$ cat config.mk
export PLATFORM = sky130hd
export DESIGN_NAME = ipu_back
export DESIGN_NICKNAME = d
export VERILOG_FILES = /design/src/sv/ipu_pkg.sv /design/src/sv/ipu_ram.sv /design/src/sv/ipu_back.sv
export SDC_FILE = /design/constraint.sdc
export NUM_CORES = 2
export LEC_CHECK = 0
export BUFFER_PORTS_ARGS = -buffer_cell sky130_fd_sc_hd__buf_2
export CAP_MARGIN = 20
export CORE_ASPECT_RATIO = 0.7
export CORE_MARGIN = 2
export CORE_UTILIZATION = 27
export DETAILED_ROUTE_END_ITERATION = 6
export PLACE_DENSITY = 0.39
export SYNTH_ARGS = -nofsm -noshare
export SYNTH_HDL_FRONTEND = slang
export SYNTH_HIERARCHICAL = 1
export SYNTH_SLANG_ARGS = --single-unit
export TNS_END_PERCENT = 10
$ cat constraint.sdc
create_clock -name clock -period 4.1 [get_ports clock]
set_clock_uncertainty 0.05 [all_clocks]
set_input_delay 0.41 -clock clock [delete_from_list [all_inputs] [get_ports clock]]
set_output_delay 0.41 -clock clock [all_outputs]
set_load 0.1 [all_outputs]
$ cat src/sv/ipu_pkg.sv
// Shared types, constants and helper functions of the indexed pixel unpacker.
package ipu_pkg;

   localparam int PALETTE_DEPTH = 256;
   localparam int PAL_ADDR_W = $clog2(PALETTE_DEPTH);
   localparam int MAX_DIMENSION = 4096;
   localparam int CNT_W = $clog2(MAX_DIMENSION + 1);
   localparam int QUEUE_DEPTH = 4;
   localparam int QPTR_W = $clog2(QUEUE_DEPTH);
   localparam int QCNT_W = $clog2(QUEUE_DEPTH + 1);

   localparam int BPP_W = 4;
   localparam int DIM_W = 13;
   localparam int PSIZE_W = 9;
   localparam int ACC_W = 15;
   localparam int HELD_W = 4;
   localparam int CSR_ADDR_W = 5;
   localparam int CSR_DATA_W = 32;

   localparam logic [PSIZE_W-1:0] PAL_LIMIT = PSIZE_W'(PALETTE_DEPTH);

   typedef enum logic [2:0] {
      REG_BPP    = 3'd0,
      REG_WIDTH  = 3'd1,
      REG_HEIGHT = 3'd2,
      REG_STRIDE = 3'd3,
      REG_PSIZE  = 3'd4
   } csr_reg_type;

   typedef enum logic [2:0] {
      MODE_IDLE   = 3'b001,
      MODE_WRITE  = 3'b010,
      MODE_UNPACK = 3'b100
   } mode_type;

   typedef enum logic [1:0] {
      JOB_WRITE = 2'd0,
      JOB_PIXEL = 2'd1,
      JOB_ERROR = 2'd2
   } job_kind_type;

   typedef struct packed {
      logic [BPP_W-1:0]   bpp;
      logic [CNT_W-1:0]   width;
      logic [CNT_W-1:0]   height;
      logic [CNT_W-1:0]   stride;
      logic [PSIZE_W-1:0] psize;
   } cfg_type;

   typedef struct packed {
      job_kind_type          kind;
      logic [PAL_ADDR_W-1:0] addr;
      logic [15:0]           color;
      logic                  last_of_run;
      logic                  row_end;
      logic                  frame_end;
   } job_type;

   typedef struct packed {
      logic [15:0] pixel_rgb565;
      logic        last_of_run;
      logic        row_end;
      logic        frame_end;
      logic        index_error;
   } rsp_type;

   function automatic logic [15:0] to_rgb565(input logic [31:0] argb);
      return {argb[23:19], argb[15:10], argb[7:3]};
   endfunction

   function automatic logic [CNT_W-1:0] clamp_dim(input logic [DIM_W-1:0] v);
      logic [CNT_W-1:0] r;
      if (v == '0) begin
         r = CNT_W'(1);
      end else if (32'(v) > MAX_DIMENSION) begin
         r = CNT_W'(MAX_DIMENSION);
      end else begin
         r = CNT_W'(v);
      end
      return r;
   endfunction

endpackage

$ cat src/sv/ipu_ram.sv
// Generic single-port-write, single-port-read RAM with registered read data.
module ipu_ram #(
   parameter int WIDTH = 16,
   parameter int DEPTH = 256
) (
   input  logic                     clock,
   input  logic                     wr_en,
   input  logic [$clog2(DEPTH)-1:0] wr_addr,
   input  logic [WIDTH-1:0]         wr_data,
   input  logic                     rd_en,
   input  logic [$clog2(DEPTH)-1:0] rd_addr,
   output logic [WIDTH-1:0]         rd_data
);

   logic [WIDTH-1:0] mem_ff [DEPTH];
   logic [WIDTH-1:0] rd_data_ff;

   always_ff @(posedge clock) begin
      if (wr_en) begin
         mem_ff[wr_addr] <= wr_data;
      end
      if (rd_en) begin
         rd_data_ff <= mem_ff[rd_addr];
      end
   end

   assign rd_data = rd_data_ff;

endmodule

$ cat src/sv/ipu_back.sv
// Back end: executes palette writes and lookups and holds the result register.
module ipu_back
   import ipu_pkg::*;
(
   input  logic    clock,
   input  logic    reset,
   input  job_type head,
   input  logic    q_empty,
   output logic    q_pop,
   input  logic    pop,
   output logic    empty,
   output rsp_type rsp
);

   logic        s1_valid_ff, s1_valid_in;
   job_type     s1_job_ff, s1_job_in;
   logic        out_valid_ff, out_valid_in;
   rsp_type     out_ff, out_in;
   logic [15:0] rd_data;
   logic        out_free, s1_free, head_write, rd_en, wr_en;

   assign out_free   = !out_valid_ff || pop;
   assign s1_free    = !s1_valid_ff || out_free;
   assign head_write = (head.kind == JOB_WRITE);
   assign q_pop      = !q_empty && (head_write || s1_free);
   assign wr_en      = q_pop && head_write;
   assign rd_en      = q_pop && (head.kind == JOB_PIXEL);

   ipu_ram #(
      .WIDTH (16),
      .DEPTH (PALETTE_DEPTH)
   ) u_palette (
      .clock   (clock),
      .wr_en   (wr_en),
      .wr_addr (head.addr),
      .wr_data (head.color),
      .rd_en   (rd_en),
      .rd_addr (head.addr),
      .rd_data (rd_data)
   );

   always_comb begin
      s1_valid_in  = s1_valid_ff;
      s1_job_in    = s1_job_ff;
      out_valid_in = out_valid_ff;
      out_in       = out_ff;

      if (s1_valid_ff && out_free) begin
         out_valid_in        = 1'b1;
         out_in.index_error  = (s1_job_ff.kind == JOB_ERROR);
         out_in.pixel_rgb565 = (s1_job_ff.kind == JOB_ERROR) ? 16'h0000 : rd_data;
         out_in.last_of_run  = s1_job_ff.last_of_run;
         out_in.row_end      = s1_job_ff.row_end;
         out_in.frame_end    = s1_job_ff.frame_end;
      end else if (pop) begin
         out_valid_in = 1'b0;
      end

      if (q_pop && !head_write) begin
         s1_valid_in = 1'b1;
         s1_job_in   = head;
      end else if (out_free) begin
         s1_valid_in = 1'b0;
      end
   end

   always_ff @(posedge clock) begin
      if (reset) begin
         s1_valid_ff  <= 1'b0;
         out_valid_ff <= 1'b0;
      end else begin
         s1_valid_ff  <= s1_valid_in;
         out_valid_ff <= out_valid_in;
      end
      s1_job_ff <= s1_job_in;
      out_ff    <= out_in;
   end

   assign empty = !out_valid_ff;
   assign rsp   = out_ff;

   a_lookup_held_in_stall: assert property (@(posedge clock) disable iff (reset)
      (s1_valid_ff && out_valid_ff && !pop) |=> (s1_valid_ff && $stable(rd_data)))
      else $error("palette lookup lost while the result register is stalled");

endmodule

==> impl_metrics.toml <==
[setup_path]
cp_common_cell = "buf_4"
path_buf_inv = 5
worstSetupEndpointType = "flop"
crit_type = "in -> reg"
arrival_ns = 4.57
r2r-start = "u_palette/mem_ff[125][11]"
critPathTopFamily = "buffers and inverters"
timing.critical_path.depth = 10
cp_slowest_cell = "a22oi_1"
worstPathCellList = "buf_12 > buf_12 > buf_4 > mux4_2 > nor2_1 > a22oi_1 > nand4_1 > buf_4 > nor4_1 > buf_4"
cp.required_ns = 4.94
r2r_slack_ns = 0.59
reg2reg_to = "u_palette/rd_data[11]"
crit_fanout = 34
rr_worst_depth = 7
critPathMaxStageDelay_ns = 0.99
critPathLaunchType = "primary input"

[synthesis]
syn_area_sq_um = 160000
ys_async_sr_fraction_pct = 0
synth_most_common_cell = "edfxtp_1"
yosysTopAreaCellShare_pct = 77.7
netlist_instances = 7421
yosys-top-cells-count = "4,137 x edfxtp_1, 797 x mux4_2, 565 x mux2i_1"
synth_area_leaders = "edfxtp_1 78%, mux4_2 11%, mux2i_1 3.5%"
synthesis.nets = 7454
yosysTopAreaCell = "edfxtp_1"
synth_edf_count = 4137
syn_avg_cell_area_sq_um = 21.5
synth-main-ff-cell = "edfxtp_1"
ys_seq_area_share_pct = 77.7
ys_seq_elements = 4139
yosys_warnings = 6
ys_types = 56

[floorplan]
dieArea_sq_um = 598000
fp.dieW_um = 924
io_pins = 55
rows = 236
die_y_um = 648
start_util_pct = 27.1
design.core.area_sq_um = 590000

[cts]
cts_buffers = 425
clk_path_buf_depth = 4
tritoncts = "yes"
post_cts_buffers = 0
clkLatencyLatePin_ns = 1.04
path_clk_slew_ns = 0.06
clockRootBuffer = "clkbuf_16"
clock_sinks = 4139
cts_max_level = 5

[global_route]
antenna_found_initial = 55
grt_pass1_wl_mm = 733
groute.usage.overall_pct = 17.8
first_global_vias = 81300
grt_remaining_overflow = 0
grt_max_degree = 114

[outcome]
status = "complete, no violations"

[drt]
ant_nets = 0
firstDrtPassIters = 5
wl_per_cell_um = 33.0
num_vias = 83000
drt_iter0_drc = 10800
routed_wl_mm = 545
viasPerCell = 5.02
drc = 0

[sta]
setup_viol = 0
min_period_over_period_pct = 90.9
hold_viol = 0
layout_setup_ws_ns = 0.373
rsz0062_at_grt = "no"
max_slew_margin_pct = 9.77
min_period_ns = 3.73
setup_tns_ns = 0
drv_slew = 0
worst_pin_slew_ns = 1.35
fmax_mhz = 268

[hold_path]
min-delay-start = "head[28]"
holdCritPathClass = "in -> reg"
min_path_cells = 2
min_delay_worst_endpoint = "s1_job_ff[28]"

[place]
placed_cells = 15700
preCtsSetupSlack_ns = -0.700
globalplace.congestion = 0.796
place_area_sq_um = 176000
hpwl_mm = 346
portBuffers = 54

[cells_and_area]
syn2layout_area_growth_pct = 19.1
fin_area_sq_um = 190000
layoutNonFillerInstCount = 16500
nets = 8336
utilization_pct = 32.3
drive_gt1_share_pct = 29.5

[pwr]
leakage_nw = 59.7
p_per_area_nw_per_um2 = 475
ir_drop_uv = 334

[run]
maxCapViolations = 0
[registers in the layout, indices dropped and copies added, names as in the netlist]
| signal | cells |
|---|---|
| s1_job_ff | 5 |
| rsp | 20 |
| u_palette/mem_ff | 4096 |
| out_valid_ff | 1 |
| u_palette/rd_data | 16 |
| s1_valid_ff | 1 |
[cell usage in the layout, fill, tap and decap left out, types with 8 or more instances in the layout]
master | synthesis | routed
clkinv_1 | 0 | 112
o21ai_0 | 37 | 34
buf_4 | 26 | 645
a22o_1 | 32 | 32
o22ai_1 | 148 | 148
buf_2 | 76 | 35
a22oi_1 | 43 | 43
bufinv_16 | 0 | 39
diode_2 | 0 | 21
o32ai_1 | 20 | 19
o31ai_2 | 0 | 8
nor4_1 | 17 | 15
a211oi_1 | 18 | 18
nand2_1 | 38 | 37
mux4_2 | 797 | 797
mux2i_1 | 565 | 565
clkinvlp_4 | 0 | 9
nand3_1 | 35 | 26
nand4_1 | 26 | 26
a221oi_1 | 28 | 28
nor2_1 | 306 | 136
edfxtp_1 | 4137 | 4137
nor3_1 | 93 | 88
inv_6 | 0 | 8
and2_1 | 18 | 17
o221ai_1 | 252 | 252
nor2b_1 | 9 | 9
nand3_2 | 0 | 9
buf_12 | 5 | 169
clkinv_2 | 0 | 66
mux2_2 | 88 | 88
dlygate4sd3_1 | 0 | 31
clkbuf_1 | 230 | 100
a21oi_1 | 178 | 178
clkbuf_16 | 0 | 433
buf_8 | 11 | 20
and3_1 | 11 | 11
nor2_2 | 0 | 165
[how the worst max path moves through the flow]
stage,slack [ns],to,start
finish,0.37,u_palette/rd_data[11],head[19]
global route,0.47,u_palette/rd_data[11],head[19]
CTS,0.45,u_palette/rd_data[11],head[19]
detailed placement,-0.70,u_palette/rd_data[11],head[19]
global placement,-1.29,u_palette/rd_data[11],head[19]
floorplan,1.27,u_palette/mem_ff[234][0],head[28]
[layer usage]
metal | routed length [um] | global-route usage (%) | vias up
met3 | 40900 | 3.50 | 554
met2 | 226000 | 25.0 | 3093
met1 | 269000 | 28.4 | 45900
li1 | - | - | 33400
met4 | 9470 | 3.07 | 2
met5 | 7 | 0 | -
[cells by family after synthesis]
family	Yosys count	synth area share (%)
muxes	1450	15.4
and+or+nand+nor	582	1.68
buffers and inverters	460	1.69
DFF	4139	77.7
AOI/OAI and AO/OA	790	3.53
[metrics by stage]
step           hold WS, ns  power (W)
3_5_place_dp         0.357     0.0527
3_3_place_gp         0.351     0.0527
5_1_grt              0.101     0.0932
4_1_cts             0.0196     0.0915
6_report             0.125     0.0904
2_1_floorplan        0.350     0.0498
[layout make-up]
| type | instances | area, sq um |
|---|---|---|
| clock inverters | 250 | 2380 |
| diodes | 21 | 52.6 |
| repair buffers | 908 | 9090 |
| well taps | 7854 | 9830 |
| multi-input cells | 2822 | 33600 |
| clock buffers | 533 | 11200 |
| fillers | 56100 | 400000 |
| flip-flops and latches | 4139 | 124000 |
| inverters | 7 | 38.8 |
[repair_timing]
action / in CTS / in global routing
hold buffers: 31 / 0
hold endpoints to repair: 1024 / 0
gates resized for setup: 0 / 0
[power by group]
| part | internal (W) | switching (W) |
|---|---|---|
| clock network | 0.0218 | 0.0168 |
| logic | 0.00173 | 0.00344 |
| registers | 0.0466 | 0.0000261 |
| total | 0.0701 | 0.0203 |
Power figures use the tool's default switching activity.
