<file path="config.mk">
export PLATFORM = sky130hd
export DESIGN_NAME = ipu_front
export DESIGN_NICKNAME = d
export VERILOG_FILES = /design/src/sv/ipu_pkg.sv /design/src/sv/ipu_front.sv
export SDC_FILE = /design/constraint.sdc
export NUM_CORES = 1
export LEC_CHECK = 0
export BUFFER_PORTS_ARGS = -buffer_cell sky130_fd_sc_hd__buf_4
export CAP_MARGIN = 0
export CORE_MARGIN = 1
export CORE_UTILIZATION = 58
export DETAILED_ROUTE_END_ITERATION = 16
export GPL_TIMING_DRIVEN = 0
export PLACE_DENSITY = 0.82
export SETUP_SLACK_MARGIN = 0.1
export SLEW_MARGIN = 5
export SYNTH_ARGS = -nofsm -noshare
export SYNTH_HDL_FRONTEND = slang
export SYNTH_SLANG_ARGS = --single-unit
</file>
<file path="constraint.sdc">
create_clock -name clock -period 9.2 [get_ports clock]
set_input_delay 0.92 -clock clock [delete_from_list [all_inputs] [get_ports clock]]
set_output_delay 0.92 -clock clock [all_outputs]
set_load 0.05 [all_outputs]
</file>
<file path="src/sv/ipu_pkg.sv">
// Shared types, constants and helper functions of the indexed pixel unpacker.
package ipu_pkg;

   localparam int PALETTE_DEPTH = 256;
   localparam int PAL_ADDR_W = $clog2(PALETTE_DEPTH);
   localparam int MAX_DIMENSION = 4096;
   localparam int CNT_W = $clog2(MAX_DIMENSION + 1);
   localparam int QUEUE_DEPTH = 4;
   localparam int QPTR_W = $clog2(QUEUE_DEPTH);
   localparam int QCNT_W = $clog2(QUEUE_DEPTH + 1);

   localparam int BPP_W = 4;
   localparam int DIM_W = 13;
   localparam int PSIZE_W = 9;
   localparam int ACC_W = 15;
   localparam int HELD_W = 4;
   localparam int CSR_ADDR_W = 5;
   localparam int CSR_DATA_W = 32;

   localparam logic [PSIZE_W-1:0] PAL_LIMIT = PSIZE_W'(PALETTE_DEPTH);

   typedef enum logic [2:0] {
      REG_BPP    = 3'd0,
      REG_WIDTH  = 3'd1,
      REG_HEIGHT = 3'd2,
      REG_STRIDE = 3'd3,
      REG_PSIZE  = 3'd4
   } csr_reg_type;

   typedef enum logic [2:0] {
      MODE_IDLE   = 3'b001,
      MODE_WRITE  = 3'b010,
      MODE_UNPACK = 3'b100
   } mode_type;

   typedef enum logic [1:0] {
      JOB_WRITE = 2'd0,
      JOB_PIXEL = 2'd1,
      JOB_ERROR = 2'd2
   } job_kind_type;

   typedef struct packed {
      logic [BPP_W-1:0]   bpp;
      logic [CNT_W-1:0]   width;
      logic [CNT_W-1:0]   height;
      logic [CNT_W-1:0]   stride;
      logic [PSIZE_W-1:0] psize;
   } cfg_type;

   typedef struct packed {
      job_kind_type          kind;
      logic [PAL_ADDR_W-1:0] addr;
      logic [15:0]           color;
      logic                  last_of_run;
      logic                  row_end;
      logic                  frame_end;
   } job_type;

   typedef struct packed {
      logic [15:0] pixel_rgb565;
      logic        last_of_run;
      logic        row_end;
      logic        frame_end;
      logic        index_error;
   } rsp_type;

   function automatic logic [15:0] to_rgb565(input logic [31:0] argb);
      return {argb[23:19], argb[15:10], argb[7:3]};
   endfunction

   function automatic logic [CNT_W-1:0] clamp_dim(input logic [DIM_W-1:0] v);
      logic [CNT_W-1:0] r;
      if (v == '0) begin
         r = CNT_W'(1);
      end else if (32'(v) > MAX_DIMENSION) begin
         r = CNT_W'(MAX_DIMENSION);
      end else begin
         r = CNT_W'(v);
      end
      return r;
   endfunction

endpackage

</file>
<file path="src/sv/ipu_front.sv">
// Front end: accepts input beats, unpacks colour indices and issues jobs to the queue.
module ipu_front
   import ipu_pkg::*;
(
   input  logic        clock,
   input  logic        reset,
   input  cfg_type     cfg,
   input  logic        push,
   output logic        full,
   input  logic        op,
   input  logic [7:0]  palette_index,
   input  logic [31:0] palette_argb,
   input  logic [7:0]  source_byte,
   input  logic        frame_start,
   input  logic        q_full,
   output logic        q_push,
   output job_type     q_job
);

   mode_type              mode_ff, mode_in, mode_s;
   logic [ACC_W-1:0]      acc_ff, acc_in, acc_s, acc_next;
   logic [HELD_W-1:0]     held_ff, held_in, held_s, held_next;
   logic [CNT_W-1:0]      col_ff, col_in, col_s, col_next;
   logic [CNT_W-1:0]      rbc_ff, rbc_in, rbc_s, rbc_plus;
   logic [CNT_W-1:0]      row_ff, row_in, row_s;
   logic                  aborted_ff, aborted_in, aborted_s;
   logic [PAL_ADDR_W-1:0] wr_addr_ff, wr_addr_in;
   logic [15:0]           wr_color_ff, wr_color_in;

   logic [7:0]            mask;
   logic [7:0]            idx;
   logic                  more, more_next, idx_err;
   logic                  job_want, done, fin, accept;

   assign mask      = 8'hFF >> (4'd8 - cfg.bpp);
   assign idx       = acc_ff[7:0] & mask;
   assign idx_err   = {1'b0, idx} >= cfg.psize;
   assign more      = (held_ff >= cfg.bpp) && (col_ff < cfg.width);
   assign col_next  = col_ff + CNT_W'(1);
   assign held_next = held_ff - cfg.bpp;
   assign acc_next  = acc_ff >> cfg.bpp;
   assign more_next = (held_next >= cfg.bpp) && (col_next < cfg.width);
   assign rbc_plus  = rbc_ff + CNT_W'(1);

   always_comb begin
      mode_s    = mode_ff;
      acc_s     = acc_ff;
      held_s    = held_ff;
      col_s     = col_ff;
      rbc_s     = rbc_ff;
      row_s     = row_ff;
      aborted_s = aborted_ff;
      job_want  = 1'b0;
      q_job     = '0;
      done      = 1'b0;
      fin       = 1'b0;

      case (mode_ff)
         MODE_IDLE: begin
            done = 1'b1;
         end
         MODE_WRITE: begin
            job_want    = 1'b1;
            q_job.kind  = JOB_WRITE;
            q_job.addr  = wr_addr_ff;
            q_job.color = wr_color_ff;
            if (!q_full) begin
               done   = 1'b1;
               mode_s = MODE_IDLE;
            end
         end
         MODE_UNPACK: begin
            if (!more) begin
               fin = 1'b1;
            end else if (idx_err) begin
               job_want          = 1'b1;
               q_job.kind        = JOB_ERROR;
               q_job.last_of_run = 1'b1;
               if (!q_full) begin
                  aborted_s = 1'b1;
                  done      = 1'b1;
                  mode_s    = MODE_IDLE;
               end
            end else begin
               job_want          = 1'b1;
               q_job.kind        = JOB_PIXEL;
               q_job.addr        = idx[PAL_ADDR_W-1:0];
               q_job.last_of_run = !more_next;
               q_job.row_end     = (col_next == cfg.width);
               q_job.frame_end   = (col_next == cfg.width) &&
                                   (row_ff == cfg.height - CNT_W'(1));
               if (!q_full) begin
                  col_s  = col_next;
                  acc_s  = acc_next;
                  held_s = held_next;
                  fin    = !more_next;
               end
            end
         end
         default: begin
            mode_s = MODE_IDLE;
         end
      endcase

      if (fin) begin
         if (col_s >= cfg.width) begin
            acc_s  = '0;
            held_s = '0;
         end
         if (rbc_plus >= cfg.stride) begin
            rbc_s  = '0;
            col_s  = '0;
            acc_s  = '0;
            held_s = '0;
            row_s  = row_ff + CNT_W'(1);
         end else begin
            rbc_s = rbc_plus;
         end
         done   = 1'b1;
         mode_s = MODE_IDLE;
      end

      q_push = job_want && !q_full;
      full   = !done;
      accept = push && done;

      mode_in     = mode_s;
      acc_in      = acc_s;
      held_in     = held_s;
      col_in      = col_s;
      rbc_in      = rbc_s;
      row_in      = row_s;
      aborted_in  = aborted_s;
      wr_addr_in  = wr_addr_ff;
      wr_color_in = wr_color_ff;

      if (accept) begin
         if (!op) begin
            if ({1'b0, palette_index} < PAL_LIMIT) begin
               wr_addr_in  = palette_index[PAL_ADDR_W-1:0];
               wr_color_in = to_rgb565(palette_argb);
               mode_in     = MODE_WRITE;
            end
         end else begin
            if (frame_start) begin
               acc_in     = '0;
               held_in    = '0;
               col_in     = '0;
               rbc_in     = '0;
               row_in     = '0;
               aborted_in = 1'b0;
            end
            if (!aborted_in && (row_in < cfg.height)) begin
               if (col_in < cfg.width) begin
                  acc_in  = acc_in | (ACC_W'(source_byte) << held_in);
                  held_in = held_in + HELD_W'(8);
               end
               mode_in = MODE_UNPACK;
            end
         end
      end
   end

   always_ff @(posedge clock) begin
      if (reset) begin
         mode_ff    <= MODE_IDLE;
         acc_ff     <= '0;
         held_ff    <= '0;
         col_ff     <= '0;
         rbc_ff     <= '0;
         row_ff     <= '0;
         aborted_ff <= 1'b0;
      end else begin
         mode_ff    <= mode_in;
         acc_ff     <= acc_in;
         held_ff    <= held_in;
         col_ff     <= col_in;
         rbc_ff     <= rbc_in;
         row_ff     <= row_in;
         aborted_ff <= aborted_in;
      end
      wr_addr_ff  <= wr_addr_in;
      wr_color_ff <= wr_color_in;
   end

   a_idle_takes_beat: assert property (@(posedge clock) disable iff (reset)
      (mode_ff == MODE_IDLE) |-> !full)
      else $error("front is idle but refuses an input beat");

   a_abort_stops_unpack: assert property (@(posedge clock) disable iff (reset)
      aborted_ff |-> (mode_ff != MODE_UNPACK))
      else $error("front unpacks while the frame is aborted");

endmodule

</file>
==> results_dict.tcl <==
set metrics [dict create \
    status "completed" \
    netlist_instances 991 \
    r2r-start "col_ff[0]$_SDFF_PP0_" \
    synth_edf_count 24 \
    worst_clock_skew_ps 9.82 \
    yosysSeqAreaShare_pct 24.7 \
    ios 137 \
    cp-start-kind "input pin" \
    synth_cell_types 75 \
    cts_hold_buf 0 \
    gp_congestion 0.946 \
    cp_data_arrival_time_ps 8800 \
    die_area_um2 14200 \
    post_drt_wl_per_cell_um 16.4 \
    syn_area_um2 7950 \
    vdd_drop_max_mv 0.0786 \
    crit_path_end_kind "flip-flop" \
    finalSetupViolations 0 \
    cts.reportedPaths.clkPinSlew_ps 70 \
    slew_violations 0 \
    worst_pin_slew_ps 1060 \
    cts_sinks 86 \
    grt_pass1_vias 7286 \
    drive_gt1_share_pct 14.3 \
    numCtsBuffers 9 \
    ant_nets 0 \
    synth_fa_ha_area_share_pct 15.8 \
    area_growth_pct 17.9 \
    synth_compound_area_share_pct 19.5 \
    slew_headroom_pct 28.3 \
    synth_xor_area_share_pct 8.15 \
    cap_viol_max_count 0 \
    worstSetupPathType "in -> reg" \
    synth_mux_area_share_pct 3.10 \
    grt_max_degree 19 \
    firstDrtPassIters 6 \
    path_max_fanout 10 \
    drt_wl_total_um 21400 \
    place.port_buffers 117 \
    dpl.hpwl_um 17100 \
    syn-num-nets 1197 \
    num_rows 42 \
    hp-start "rbc_ff[12]$_SDFF_PP0_" \
    coreArea_um2 13300 \
    rsz0062_at_grt "no" \
    antenna-diode-count 0 \
    yosysWarnings 0 \
    vias_per_cell 5.96 \
    synthSimpleGateAreaFrac_pct 23.0 \
    synth_top_family_by_area "simple AND/OR/NAND/NOR gates" \
    final-hold-violation-count 0 \
    start_util_pct 59.8 \
    grt_overflow 0 \
    grt_usage_pct 30.6 \
    powerDensity_nw_per_um2 103 \
    clock_latency_ps 360 \
    ys.flop_type "dfxtp_1" \
    cts_root_buffer "clkbuf_16" \
    antenna_found_initial 0 \
    die_h_um 119 \
    fin_crit_sh_pct 92.9 \
    grt_pass1_wl_um 34800 \
    die_w_um 119 \
    async_flop_share_pct 0 \
    period_needed_ps 8550 \
    first_iter_violations 530 \
    htreeDepth 3 \
    dr_total_vias 7749 \
    num-fill-cells 1124 \
    cts.path.max_buffers 2 \
    synth.avg_cell_area_um2 8.02 \
    worstPathRequired_ps 9450 \
    fin_nets 1326 \
    min_path_type "reg -> reg" \
    ys_ff_latch 86 \
    drc 0 \
    multi_input_area_um2 5550 \
    cts_tree "yes" \
    seq_area_um2 1960 \
    fin_tns_setup_ps 0 \
    p_leak_nw 4.51 \
    fmax_ghz 0.117 \
    startpoint "cfg[49]" \
    fin_util_pct 70.5 \
]
critical path: stages:
cell and delay (ps):
buf_4 80, clkbuf_1 400, inv_1 340, ha_1 320, xor2_1 260, nand2_1 130
nor3b_1 440, ha_1 330, and3_1 210, a221oi_2 310, a21oi_1 340, nor2_4 350
clkbuf_1 460, nand2_1 120, xor2_1 280, inv_1 90, ha_1 290, a21oi_1 150
nor2b_1 60, a2111oi_0 380, a2111oi_0 250, or3_1 410, a21oi_1 300, buf_2 290
o21ai_0 290, a222oi_1 520, a211oi_1 170, a211o_1 280
Yosys cell counts, drive strengths merged, types with 6 or more instances:
library cell	number	area, um^2
a21oi	62	310
a22o	7	61.3
nor3	20	105
and3	28	175
buf	10	50.1
nor4	6	37.5
nor2	124	468
nand2b	11	68.8
inv	76	285
a21o	19	143
mux2i	19	190
nand4	17	106
nand2	60	225
ha	99	1240
xor2	43	377
xnor2	31	272
edfxtp	24	721
nor2b	11	68.8
a31o	10	87.6
o221ai	10	87.6
a31oi	16	100
a211o	6	52.6
o21ai	31	155
a211oi	16	120
clkbuf	30	113
dfxtp	62	1240
nand3	30	155
and2	30	188
power by group:
group	total [mW]	internal (mW)	switching, mW
Sequential	0.406	0.400	0.00581
Clock	0.371	0.192	0.179
Combinational	0.188	0.0775	0.110
path summary, 6_finish.rpt:
check,endpoint,slack (ps),depth (start not counted)
worst max-delay path,acc_ff[14]$_SDFF_PP0_,650,28
worst min-delay path,rbc_ff[12]$_SDFF_PP0_,470,2
worst max register to register,acc_ff[3]$_SDFF_PP0_,1860,26
worst min register to register,rbc_ff[12]$_SDFF_PP0_,470,2
through the flow:
stage | cell area (um^2) | power, mW | worst slack, ps | hold WS (ps) | instances
4_1_cts | 9370 | 0.963 | 464 | 472 | 1301
5_1_grt | 9370 | 1.01 | 104 | 495 | 1301
2_1_floorplan | 7950 | 0.526 | 2050 | 437 | 991
3_3_place_gp | 9050 | 0.595 | 139 | 453 | 1284
6_report | 9370 | 0.964 | 653 | 469 | 1301
3_5_place_dp | 9070 | 0.598 | 162 | 463 | 1285
repair_timing:
item / 4_1_cts / 5_1_grt
gates resized for setup: 0 / 3
setup endpoints to repair: 0 / 10
buffers inserted: 0 / 0
endpoints found under the hold margin: 0 / 0
cells in the final DEF, fill, tap and decap left out, types with 9 or more instances in the layout:
cell type | netlist | routed
a211oi_1 | 16 | 16
nand3_1 | 29 | 29
and2_1 | 30 | 30
a31oi_1 | 16 | 16
nor2_1 | 123 | 122
xnor2_1 | 31 | 31
dfxtp_1 | 62 | 62
mux2i_1 | 19 | 19
inv_1 | 76 | 76
xor2_1 | 43 | 43
o221ai_1 | 10 | 10
a21o_1 | 19 | 19
o21ai_0 | 25 | 25
buf_4 | 0 | 117
clkbuf_16 | 0 | 9
edfxtp_1 | 24 | 24
ha_1 | 99 | 99
a21oi_1 | 62 | 62
nand4_1 | 17 | 17
nand2b_1 | 11 | 11
and3_1 | 28 | 28
nor3_1 | 19 | 19
nor2b_1 | 11 | 10
a31o_1 | 9 | 9
clkbuf_1 | 30 | 30
nand2_1 | 60 | 60
state kept, by name (all words and copies together), names as in the netlist:
| register | flops |
|---|---|
| wr_addr_ff | 8 |
| rbc_ff | 13 |
| row_ff | 13 |
| mode_ff | 3 |
| wr_color_ff | 16 |
| aborted_ff | 1 |
| held_ff | 4 |
| col_ff | 13 |
| acc_ff | 15 |
layout make-up:
| cell class | count | share of cell area [%] |
|---|---|---|
| Tap cell | 176 | 2.35 |
| Buffer | 40 | 1.75 |
| Clock buffer | 9 | 2.40 |
| Sequential cell | 86 | 20.9 |
| Inverter | 77 | 3.08 |
| Timing Repair Buffer | 118 | 9.53 |
| Clock inverter | 7 | 0.774 |
| Multi-Input combinational cell | 788 | 59.2 |
metal layers:
metal	track usage (%)	vias up	routed length (um)
met4	12.2	0	643
li1	-	3833	-
met2	50.1	292	9890
met5	0	-	0
met3	5.08	52	1480
met1	39.9	3572	9370
cells by family (layout without fill, tap and decap cells):
kind of cell               after synthesis  count (layout)
and+or+nand+nor                        365             365
AOI/OAI and AO/OA                      225             225
buffers and inverters                  117             251
adders and majority gates              100             100
DFF                                     86              86
xor gates and xnor gates                74              74
muxes                                   24              24
Power figures use the tool's default switching activity.
