--- config.mk ---
export PLATFORM = sky130hd
export DESIGN_NAME = ipu_queue
export DESIGN_NICKNAME = d
export VERILOG_FILES = /design/src/sv/ipu_pkg.sv /design/src/sv/ipu_queue.sv
export SDC_FILE = /design/constraint.sdc
export NUM_CORES = 1
export LEC_CHECK = 0
export CORE_ASPECT_RATIO = 1.1
export CORE_MARGIN = 2
export CORE_UTILIZATION = 60
export DETAILED_ROUTE_END_ITERATION = 16
export DONT_BUFFER_PORTS = 1
export PLACE_DENSITY = 0.76
export SYNTH_ARGS = -nofsm -noshare
export SYNTH_HDL_FRONTEND = slang
export SYNTH_SLANG_ARGS = --single-unit
--- constraint.sdc ---
create_clock -name clock -period 2.1 [get_ports clock]
set_input_delay 0.42 -clock clock [delete_from_list [all_inputs] [get_ports clock]]
set_output_delay 0.42 -clock clock [all_outputs]
set_load 0.01 [all_outputs]
--- src/sv/ipu_pkg.sv ---
// Shared types, constants and helper functions of the indexed pixel unpacker.
package ipu_pkg;

   localparam int PALETTE_DEPTH = 256;
   localparam int PAL_ADDR_W = $clog2(PALETTE_DEPTH);
   localparam int MAX_DIMENSION = 4096;
   localparam int CNT_W = $clog2(MAX_DIMENSION + 1);
   localparam int QUEUE_DEPTH = 4;
   localparam int QPTR_W = $clog2(QUEUE_DEPTH);
   localparam int QCNT_W = $clog2(QUEUE_DEPTH + 1);

   localparam int BPP_W = 4;
   localparam int DIM_W = 13;
   localparam int PSIZE_W = 9;
   localparam int ACC_W = 15;
   localparam int HELD_W = 4;
   localparam int CSR_ADDR_W = 5;
   localparam int CSR_DATA_W = 32;

   localparam logic [PSIZE_W-1:0] PAL_LIMIT = PSIZE_W'(PALETTE_DEPTH);

   typedef enum logic [2:0] {
      REG_BPP    = 3'd0,
      REG_WIDTH  = 3'd1,
      REG_HEIGHT = 3'd2,
      REG_STRIDE = 3'd3,
      REG_PSIZE  = 3'd4
   } csr_reg_type;

   typedef enum logic [2:0] {
      MODE_IDLE   = 3'b001,
      MODE_WRITE  = 3'b010,
      MODE_UNPACK = 3'b100
   } mode_type;

   typedef enum logic [1:0] {
      JOB_WRITE = 2'd0,
      JOB_PIXEL = 2'd1,
      JOB_ERROR = 2'd2
   } job_kind_type;

   typedef struct packed {
      logic [BPP_W-1:0]   bpp;
      logic [CNT_W-1:0]   width;
      logic [CNT_W-1:0]   height;
      logic [CNT_W-1:0]   stride;
      logic [PSIZE_W-1:0] psize;
   } cfg_type;

   typedef struct packed {
      job_kind_type          kind;
      logic [PAL_ADDR_W-1:0] addr;
      logic [15:0]           color;
      logic                  last_of_run;
      logic                  row_end;
      logic                  frame_end;
   } job_type;

   typedef struct packed {
      logic [15:0] pixel_rgb565;
      logic        last_of_run;
      logic        row_end;
      logic        frame_end;
      logic        index_error;
   } rsp_type;

   function automatic logic [15:0] to_rgb565(input logic [31:0] argb);
      return {argb[23:19], argb[15:10], argb[7:3]};
   endfunction

   function automatic logic [CNT_W-1:0] clamp_dim(input logic [DIM_W-1:0] v);
      logic [CNT_W-1:0] r;
      if (v == '0) begin
         r = CNT_W'(1);
      end else if (32'(v) > MAX_DIMENSION) begin
         r = CNT_W'(MAX_DIMENSION);
      end else begin
         r = CNT_W'(v);
      end
      return r;
   endfunction

endpackage

--- src/sv/ipu_queue.sv ---
// Short job queue between the front end and the palette back end.
module ipu_queue
   import ipu_pkg::*;
(
   input  logic    clock,
   input  logic    reset,
   input  logic    push,
   input  job_type push_job,
   output logic    full,
   input  logic    pop,
   output job_type head,
   output logic    empty
);

   job_type           slot_ff [QUEUE_DEPTH];
   logic [QPTR_W-1:0] wr_ptr_ff, wr_ptr_in;
   logic [QPTR_W-1:0] rd_ptr_ff, rd_ptr_in;
   logic [QCNT_W-1:0] count_ff, count_in;

   assign full  = (count_ff == QCNT_W'(QUEUE_DEPTH));
   assign empty = (count_ff == '0);
   assign head  = slot_ff[rd_ptr_ff];

   always_comb begin
      wr_ptr_in = push ? wr_ptr_ff + QPTR_W'(1) : wr_ptr_ff;
      rd_ptr_in = pop ? rd_ptr_ff + QPTR_W'(1) : rd_ptr_ff;
      count_in  = count_ff + QCNT_W'(push) - QCNT_W'(pop);
   end

   always_ff @(posedge clock) begin
      if (reset) begin
         wr_ptr_ff <= '0;
         rd_ptr_ff <= '0;
         count_ff  <= '0;
      end else begin
         wr_ptr_ff <= wr_ptr_in;
         rd_ptr_ff <= rd_ptr_in;
         count_ff  <= count_in;
      end
      if (push) begin
         slot_ff[wr_ptr_ff] <= push_job;
      end
   end

   a_no_overflow: assert property (@(posedge clock) disable iff (reset)
      push |-> (!full || pop))
      else $error("job pushed into a full queue");

   a_no_underflow: assert property (@(posedge clock) disable iff (reset)
      pop |-> !empty)
      else $error("job popped from an empty queue");

endmodule

==> results of run 1 <==
==> final cells by class <==
| cell class | count | area, µm² |
|---|---|---|
| fillers | 397 | 1763 |
| flip-flops and latches | 125 | 3667 |
| clock inverters | 14 | 121.4 |
| well taps | 105 | 131.4 |
| clock buffers | 17 | 414.1 |
| inverters | 6 | 22.52 |
| repair buffers | 48 | 460.4 |
| multi-input cells | 56 | 893.4 |
==> sequential cells by signal (all words and copies together), names as in the netlist, named ones only <==
name	cells
slot_ff	116
count_ff	3
rd_ptr_ff	2
wr_ptr_ff	2
==> synthesized netlist by cell type <==
master,number
clkbuf_1,1
and2_1,4
edfxtp_1,116
mux2i_1,1
buf_4,1
nand3b_1,1
nor3_1,1
buf_2,2
inv_1,6
a21oi_1,1
fa_1,1
mux4_2,28
dfxtp_1,9
xor3_1,1
buf_6,1
xnor2_1,2
a21bo_2,1
nor2b_1,2
nor2_1,5
mux4_1,1
and3_1,1
buf_12,1
ha_1,6
==> logic make-up (layout without fill, tap and decap cells) <==
group | after synthesis | in the layout | share of synthesized area
multiplexers | 30 | 30 | 0.1440
AO/OA/AOI/OAI | 2 | 2 | 0.003241
flip-flops | 125 | 125 | 0.7909
AND/OR/NAND/NOR | 14 | 14 | 0.01621
adder cells (fa/ha/maj) | 7 | 7 | 0.02053
XOR/XNOR | 3 | 3 | 0.008914
buffers and inverters | 12 | 85 | 0.01621
==> metal layers <==
| metal | share of wire | wire [µm] |
|---|---|---|
| met1 | 0.39 | 3160 |
| met2 | 0.55 | 4498 |
| met3 | 0.055 | 450 |
| met4 | 0.0064 | 52 |
| met5 | 0 | 0 |
==> where the power goes <==
part           total [mW]  switching [mW]  internal (mW)  leakage [nW]
clock network        2.59            1.03           1.55         0.250
logic               0.539           0.272          0.267         0.521
registers            2.92          0.0532           2.86          1.14
total                6.04            1.36           4.69          1.91
==> final timing paths <==
check                                                  to  slack [ns]
worst max-delay path                             head[14]      -0.006
worst min-delay path            wr_ptr_ff[0]$_SDFFE_PP0P_        0.07
worst max register to register     count_ff[2]$_SDFF_PP0_        0.31
worst min register to register  rd_ptr_ff[1]$_SDFFE_PP0P_        0.59
==> timing repair <==
action / in CTS / in global routing
resized for setup: 1 / 0
endpoints found under the setup margin: 29 / 25
endpoints found under the hold margin: 125 / 0
hold buffers: 30 / 0
cloned: 0 / 0
buffers inserted: 3 / 1
==> reports/metrics.csv, run 1 <==
metric,value,unit
status,"complete, but fails checks",
violations,negative setup slack,
grt_pass1_wl,12470,µm
root_buffer,clkbuf_8,
dpl.cell_count,306,
total_leakage_power,1.911,nW
use_met3,0.08662,
synth_area_per_cell,24.00,µm²
ctsLongestPathBuffers,2,
max_slew.worst_pin.slew,0.3834,ns
required,1.68,ns
syn-num-nets,233,
fp.dieH,96.15,µm
crit_family,multiplexers,
core,0.007473,mm²
cp_cell_sequence,"buf_12, mux4_2",
cp_slowest_stage_delay,0.57,ns
utilization,0.7641,
post-dp-hpwl,4797,µm
hold_viol,0,
syn_to_final_growth,23.28,%
drtIter0Drc,182,
critPathArrivalTime,1.69,ns
fp.dieW,87.78,µm
via_per_inst,5.671,
numCtsBuffers,17,
cp_num_cells,2,
drt_pass1_iterations,4,
syn_inst,193,
mostFrequentLayoutCell,edfxtp_1,
cp-start-kind,register,
n_antenna_cell,0,
io_pins,64,
globalRoute.busiestLayer,met2,
route.detailed.drc,0,
cellPowerDensity,1058,mW/mm²
synth.area.top_cells,"edfxtp_1 (75%), mux4_2 (14%), dfxtp_1 (3.9%), ha_1 (1.6%), mux4_1 (0.57%)",
path_clk_slew,0.06,ns
gr-usage-all-layers,0.2160,
crit_fanout,11,
crit_buf_inv,1,
drv_slew,0,
rows,33,
hold_path_class,input pin to register,
numClockSinks,125,
vdd_drop_max,0.8082,mV
use_met1,0.2519,
r2r_start,count_ff[0]$_SDFF_PP0_,
r2r_cells,7,
place_area,0.004842,mm²
ys_ff_latch,125,
ys_warn_count,0,
seq_area_frac_synth,0.7909,
maxSlewHeadroom,0.7425,
final-setup-viol-count,1,
layout-drive-gt1-share,0.2932,
fin_crit,2.106,ns
grt_util_met2,0.3624,
clk_latency,0.52,ns
grt_pass1_vias,2285,
ant_nets,0,
final-instance-count-excl-fill,371,
ys_types,23,
postLayoutCellArea,0.005710,mm²
layout_common_cells,"edfxtp_1 (116), dlygate4sd3_1 (30), mux4_2 (28)",
antenna_found_initial,0,
period_share,1.003,
placement.setup.worst_slack,0.2875,ns
routed_wirelength,8162,µm
worst-setup-path-type,register to output pin,
vias,2104,
h-tree-depth,4,
power,6.041,mW
syn_area,0.004632,mm²
routedWlPerCell,22.00,µm
overflow,0,
grt_max_degree,21,
min-delay-start,push,
yosysTopAreaCellShare,0.7520,
maxCapViolCount,0,
synth_area_leader_cell,edfxtp_1,
layout.nets,294,
hold_slack,0.07128,ns
critPathCaptureType,output pin,
setup_slack,-0.005705,ns
rsz0062_at_grt,true,
cts_tree,done,
gp_congestion,0.7658,
max_freq,474.9,MHz
die_area,0.008440,mm²
clock_skew,0.007437,ns
tns,-0.005705,ns
holdPathStages,2,
cp_slowest_cell,mux4_2,
io_buffers,0,
start_util,0.6198,
No activity file was read; power rests on OpenSTA's default activity.
==> inputs of run 2 (changes only) <==
--- a/config.mk
+++ b/config.mk
@@ -7,10 +7,10 @@
 export LEC_CHECK = 0
 export CORE_ASPECT_RATIO = 1.1
 export CORE_MARGIN = 2
-export CORE_UTILIZATION = 60
+export CORE_UTILIZATION = 55
 export DETAILED_ROUTE_END_ITERATION = 16
 export DONT_BUFFER_PORTS = 1
-export PLACE_DENSITY = 0.76
+export PLACE_DENSITY = 0.7
 export SYNTH_ARGS = -nofsm -noshare
 export SYNTH_HDL_FRONTEND = slang
 export SYNTH_SLANG_ARGS = --single-unit
==> reports/metrics.csv, run 2 (same netlist as run 1, synthesis figures left out) <==
metric,value,unit
top_regs,"slot_ff: 116 flops, count_ff: 3 flops",
final-setup-viol-count,17,
setup_slack,-0.04778,ns
n_antenna_cell,0,
h-tree-depth,4,
grt_pass1_vias,2283,
start_util,0.5596,
hold_path_class,input pin to register,
violations,negative setup slack,
regMostFlops,slot_ff,
routedWlPerCell,22.11,µm
crit_family,multiplexers,
cp_slowest_stage_delay,0.56,ns
cp-start-kind,register,
rows,35,
cp_cell_sequence,"bufbuf_16, mux4_2",
io_buffers,0,
route.detailed.drc,0,
worst-setup-path-type,register to output pin,
fin_crit,2.148,ns
path_clk_slew,0.05,ns
core,0.008277,mm²
grt_pass1_wl,12660,µm
numCtsBuffers,17,
vdd_drop_max,0.9184,mV
drt_pass1_iterations,4,
ant_nets,0,
rsz0062_at_grt,true,
total_leakage_power,1.960,nW
via_per_inst,5.670,
numClockSinks,125,
gr-usage-all-layers,0.1954,
layout-drive-gt1-share,0.2863,
cellPowerDensity,1089,mW/mm²
drtIter0Drc,155,
clk_latency,0.50,ns
tns,-0.4562,ns
root_buffer,clkbuf_8,
io_pins,64,
critPathArrivalTime,1.73,ns
overflow,0,
drv_slew,0,
routed_wirelength,8247,µm
mostFrequentLayoutCell,edfxtp_1,
maxSlewHeadroom,0.7370,
fp.dieW,91.50,µm
layout.nets,289,
critPathCaptureType,output pin,
clock_skew,0.008421,ns
place_area,0.004855,mm²
vias,2115,
hold_viol,0,
gp_congestion,0.8000,
die_area,0.009173,mm²
ctsLongestPathBuffers,2,
period_share,1.023,
hold_slack,0.08391,ns
largest_register_ffs,116,
layout_common_cells,"edfxtp_1 (116), dlygate4sd3_1 (30), mux4_2 (28)",
power,6.363,mW
required,1.68,ns
syn_to_final_growth,26.20,%
max_freq,465.6,MHz
maxCapViolCount,0,
max_slew.worst_pin.slew,0.3915,ns
seq_area,0.003667,mm²
crit_fanout,8,
post-dp-hpwl,4702,µm
n_fill_cell,475,
cp_slowest_cell,mux4_2,
status,"complete, but fails checks",
multi_input_area,893.4,µm²
grt_max_degree,29,
fp.dieH,100.3,µm
utilization,0.7063,
crit_buf_inv,1,
antenna_found_initial,0,
cts_tree,done,
postLayoutCellArea,0.005846,mm²
run 2: report_power, final:
group          leakage (nW)  internal, mW  switching, mW
registers              1.14          2.86         0.0501
clock network         0.293          1.82           1.04
logic                 0.526         0.298          0.285
run 2: final cells by class:
cell class | count | area share
Timing Repair Buffer | 43 | 0.08947
Clock buffer | 17 | 0.07085
Clock inverter | 15 | 0.03189
Inverter | 6 | 0.003853
Multi-Input combinational cell | 56 | 0.1528
Sequential cell | 125 | 0.6274
Tap cell | 111 | 0.02376
run 2: repair_timing:
action | 4_1_cts | 5_1_grt
buffers inserted | 4 | 0
resized for setup | 1 | 0
gates cloned | 1 | 0
hold endpoints to repair | 125 | 0
endpoints found under the setup margin | 25 | 27
hold buffers | 30 | 0
run 2: path summary, 6_finish.rpt:
kind	start	end	slack, ns	depth (start not counted)
worst max-delay path	register	head[24]	-0.05	2
worst min-delay path	push	wr_ptr_ff[1]$_SDFFE_PP0P_	0.08	2
worst max register to register	count_ff[0]$_SDFF_PP0_	count_ff[2]$_SDFF_PP0_	0.33	7
worst min register to register	wr_ptr_ff[1]$_SDFFE_PP0P_	wr_ptr_ff[1]$_SDFFE_PP0P_	0.56	2
run 2: layer usage:
layer,track usage,share of wire,vias to the layer above
met3,0.07057,0.049,9
li1,-,-,919
met1,0.2289,0.38,1114
met5,0,0,-
met2,0.3354,0.55,73
met4,0.06993,0.014,0
run 2: worst register-to-register path, cell delays in order (launching register included):
cell and delay (ns):
dfxtp_1 0.32, inv_1 0.06, ha_1 0.28, inv_1 0.04, ha_1 0.18, fa_1 0.37
xor3_1 0.37, nor2_1 0.04
run 2: per-stage QoR:
stage                     setup WS, ns  std cells
final                         -0.04778        373
after global routing           -0.1068        373
after CTS                     -0.07908        373
after detailed placement        0.3027        306
after global placement          0.3390        306
after floorplan                 0.3662        193
==> inputs of run 3 (changes only) <==
--- a/config.mk
+++ b/config.mk
@@ -10,7 +10,7 @@
 export CORE_UTILIZATION = 55
 export DETAILED_ROUTE_END_ITERATION = 16
 export DONT_BUFFER_PORTS = 1
-export PLACE_DENSITY = 0.7
+export PLACE_DENSITY = 0.73
 export SYNTH_ARGS = -nofsm -noshare
 export SYNTH_HDL_FRONTEND = slang
 export SYNTH_SLANG_ARGS = --single-unit
==> reports/metrics.csv, run 3 (same netlist as run 1, synthesis figures left out) <==
metric,value,unit
switchingPower,1.371,mW
routedWlPerCell,23.08,µm
drv_slew,0,
gr-usage-all-layers,0.1951,
fin_crit,2.077,ns
route.detailed.drc,0,
multi_input_area,889.6,µm²
switching_share,0.2052,
rsz0062_at_grt,true,
layout.nets,288,
cp_slowest_cell,mux4_2,
internal_power,5.309,mW
hold_path_class,input pin to register,
gp_congestion,0.6890,
combPwrFrac,0.082,
io_buffers,0,
start_util,0.5596,
syn_to_final_growth,25.53,%
worst-setup-path-type,register to output pin,
antenna_found_initial,0,
cp-start-kind,register,
vias,2102,
numCtsBuffers,17,
largest_register_ffs,116,
ctsLongestPathBuffers,2,
layout_common_cells,"edfxtp_1 (116), dlygate4sd3_1 (30), mux4_2 (29)",
setup_slack,0.02270,ns
period_share,0.9892,
via_per_inst,5.651,
hold_slack,0.06382,ns
n_antenna_cell,0,
critPathArrivalTime,1.66,ns
mostFrequentLayoutCell,edfxtp_1,
pwr-share-clk,0.481,
io_pins,64,
max_slew.worst_pin.slew,0.4193,ns
post-cts-setup-buffers,0,
path_clk_slew,0.06,ns
cellPowerDensity,1149,mW/mm²
routed_wirelength,8585,µm
crit_fanout,10,
fp.dieH,100.3,µm
required,1.68,ns
grt_pass1_vias,2211,
die_area,0.009173,mm²
regMostFlops,slot_ff,
n_fill_cell,478,
maxCapViolCount,0,
status,"finished, final reports clean",
final-setup-viol-count,0,
top_regs,"slot_ff: 116 flops, count_ff: 3 flops",
ant_nets,0,
overflow,0,
root_buffer,clkbuf_8,
total_leakage_power,1.955,nW
h-tree-depth,4,
cts_tree,done,
clock_skew,0.005946,ns
maxSlewHeadroom,0.7183,
drtIter0Drc,173,
layout-drive-gt1-share,0.2797,
grt_max_degree,30,
numClockSinks,125,
hold_viol,0,
cp_cell_sequence,"clkbuf_16, mux4_2",
critPathCaptureType,output pin,
max_freq,481.4,MHz
cp_slowest_stage_delay,0.55,ns
drt_pass1_iterations,4,
placement.setup.worst_slack,0.2318,ns
rows,35,
post-dp-hpwl,4888,µm
core,0.008277,mm²
fp.dieW,91.50,µm
seq_area,0.003667,mm²
pwr-share-seq,0.437,
vdd_drop_max,0.7194,mV
grt_pass1_wl,12610,µm
clk_latency,0.51,ns
run 3: changes by cell type in the layout (fill, tap and decap cells not counted), moves of 2 or more:
cell,before,now
buf_4,4,8
clkbuf_1,0,2
inv_6,4,2
bufinv_16,3,6
buf_12,8,2
run 3: power by group through the flow:
| stage | clock, mW | sequential [mW] | combinational [mW] |
|---|---|---|---|
| floorplan | 0 | 2.94 | 0.371 |
| detailed placement | 0 | 2.96 | 0.468 |
| CTS | 3.25 | 2.91 | 0.544 |
| global route | 3.38 | 2.93 | 0.597 |
| global placement | 0 | 2.95 | 0.444 |
| finish | 3.21 | 2.92 | 0.549 |
run 3: cell type report:
cell class / count / area share
clock buffer: 19 / 0.07252
clock inverter: 13 / 0.04089
inverter: 6 / 0.003873
multi-input combinational: 56 / 0.1530
sequential: 125 / 0.6307
tap: 111 / 0.02389
timing repair buffer: 42 / 0.07510
run 3: critical path: cells and delay by family (launching register included):
| family | cells | cell delay (ns) |
|---|---|---|
| flip-flops | 1 | 0.40 |
| buffers and inverters | 1 | 0.19 |
| multiplexers | 1 | 0.55 |
run 3: repair_timing:
action,in CTS,in global routing
cloned,0,1
hold buffers,30,0
gates resized for setup,3,3
pin swaps,0,0
endpoints found under the hold margin,125,0
endpoints found under the setup margin,19,26
run 3: path summary, 6_finish.rpt:
| path | start | endpoint | slack [ns] | cells past startpoint |
|---|---|---|---|---|
| max | register | head[21] | 0.02 | 2 |
| min | push | wr_ptr_ff[0]$_SDFFE_PP0P_ | 0.06 | 2 |
| max reg2reg | count_ff[0]$_SDFF_PP0_ | count_ff[2]$_SDFF_PP0_ | 0.27 | 7 |
| min reg2reg | wr_ptr_ff[0]$_SDFFE_PP0P_ | wr_ptr_ff[0]$_SDFFE_PP0P_ | 0.57 | 2 |
run 3: stage by stage:
step                      setup TNS [ns]  cell area [µm²]  cells    util  power [mW]
after floorplan                        0             4632    193       -       3.316
after global placement                 0             4815    309  0.5817       3.391
after detailed placement               0             4815    309  0.5817       3.430
after CTS                        -0.1193             5777    371  0.6980       6.710
after global routing             -0.5434             5814    372  0.7025       6.900
final                                  0             5814    372  0.7025       6.680
run 3: routing by layer:
metal | up-vias | track usage | wire length, µm
li1 | 911 | - | -
met1 | 1096 | 0.2282 | 3282
met2 | 81 | 0.3241 | 4702
met3 | 14 | 0.08859 | 446
met4 | 0 | 0.06410 | 153
met5 | - | 0 | 0
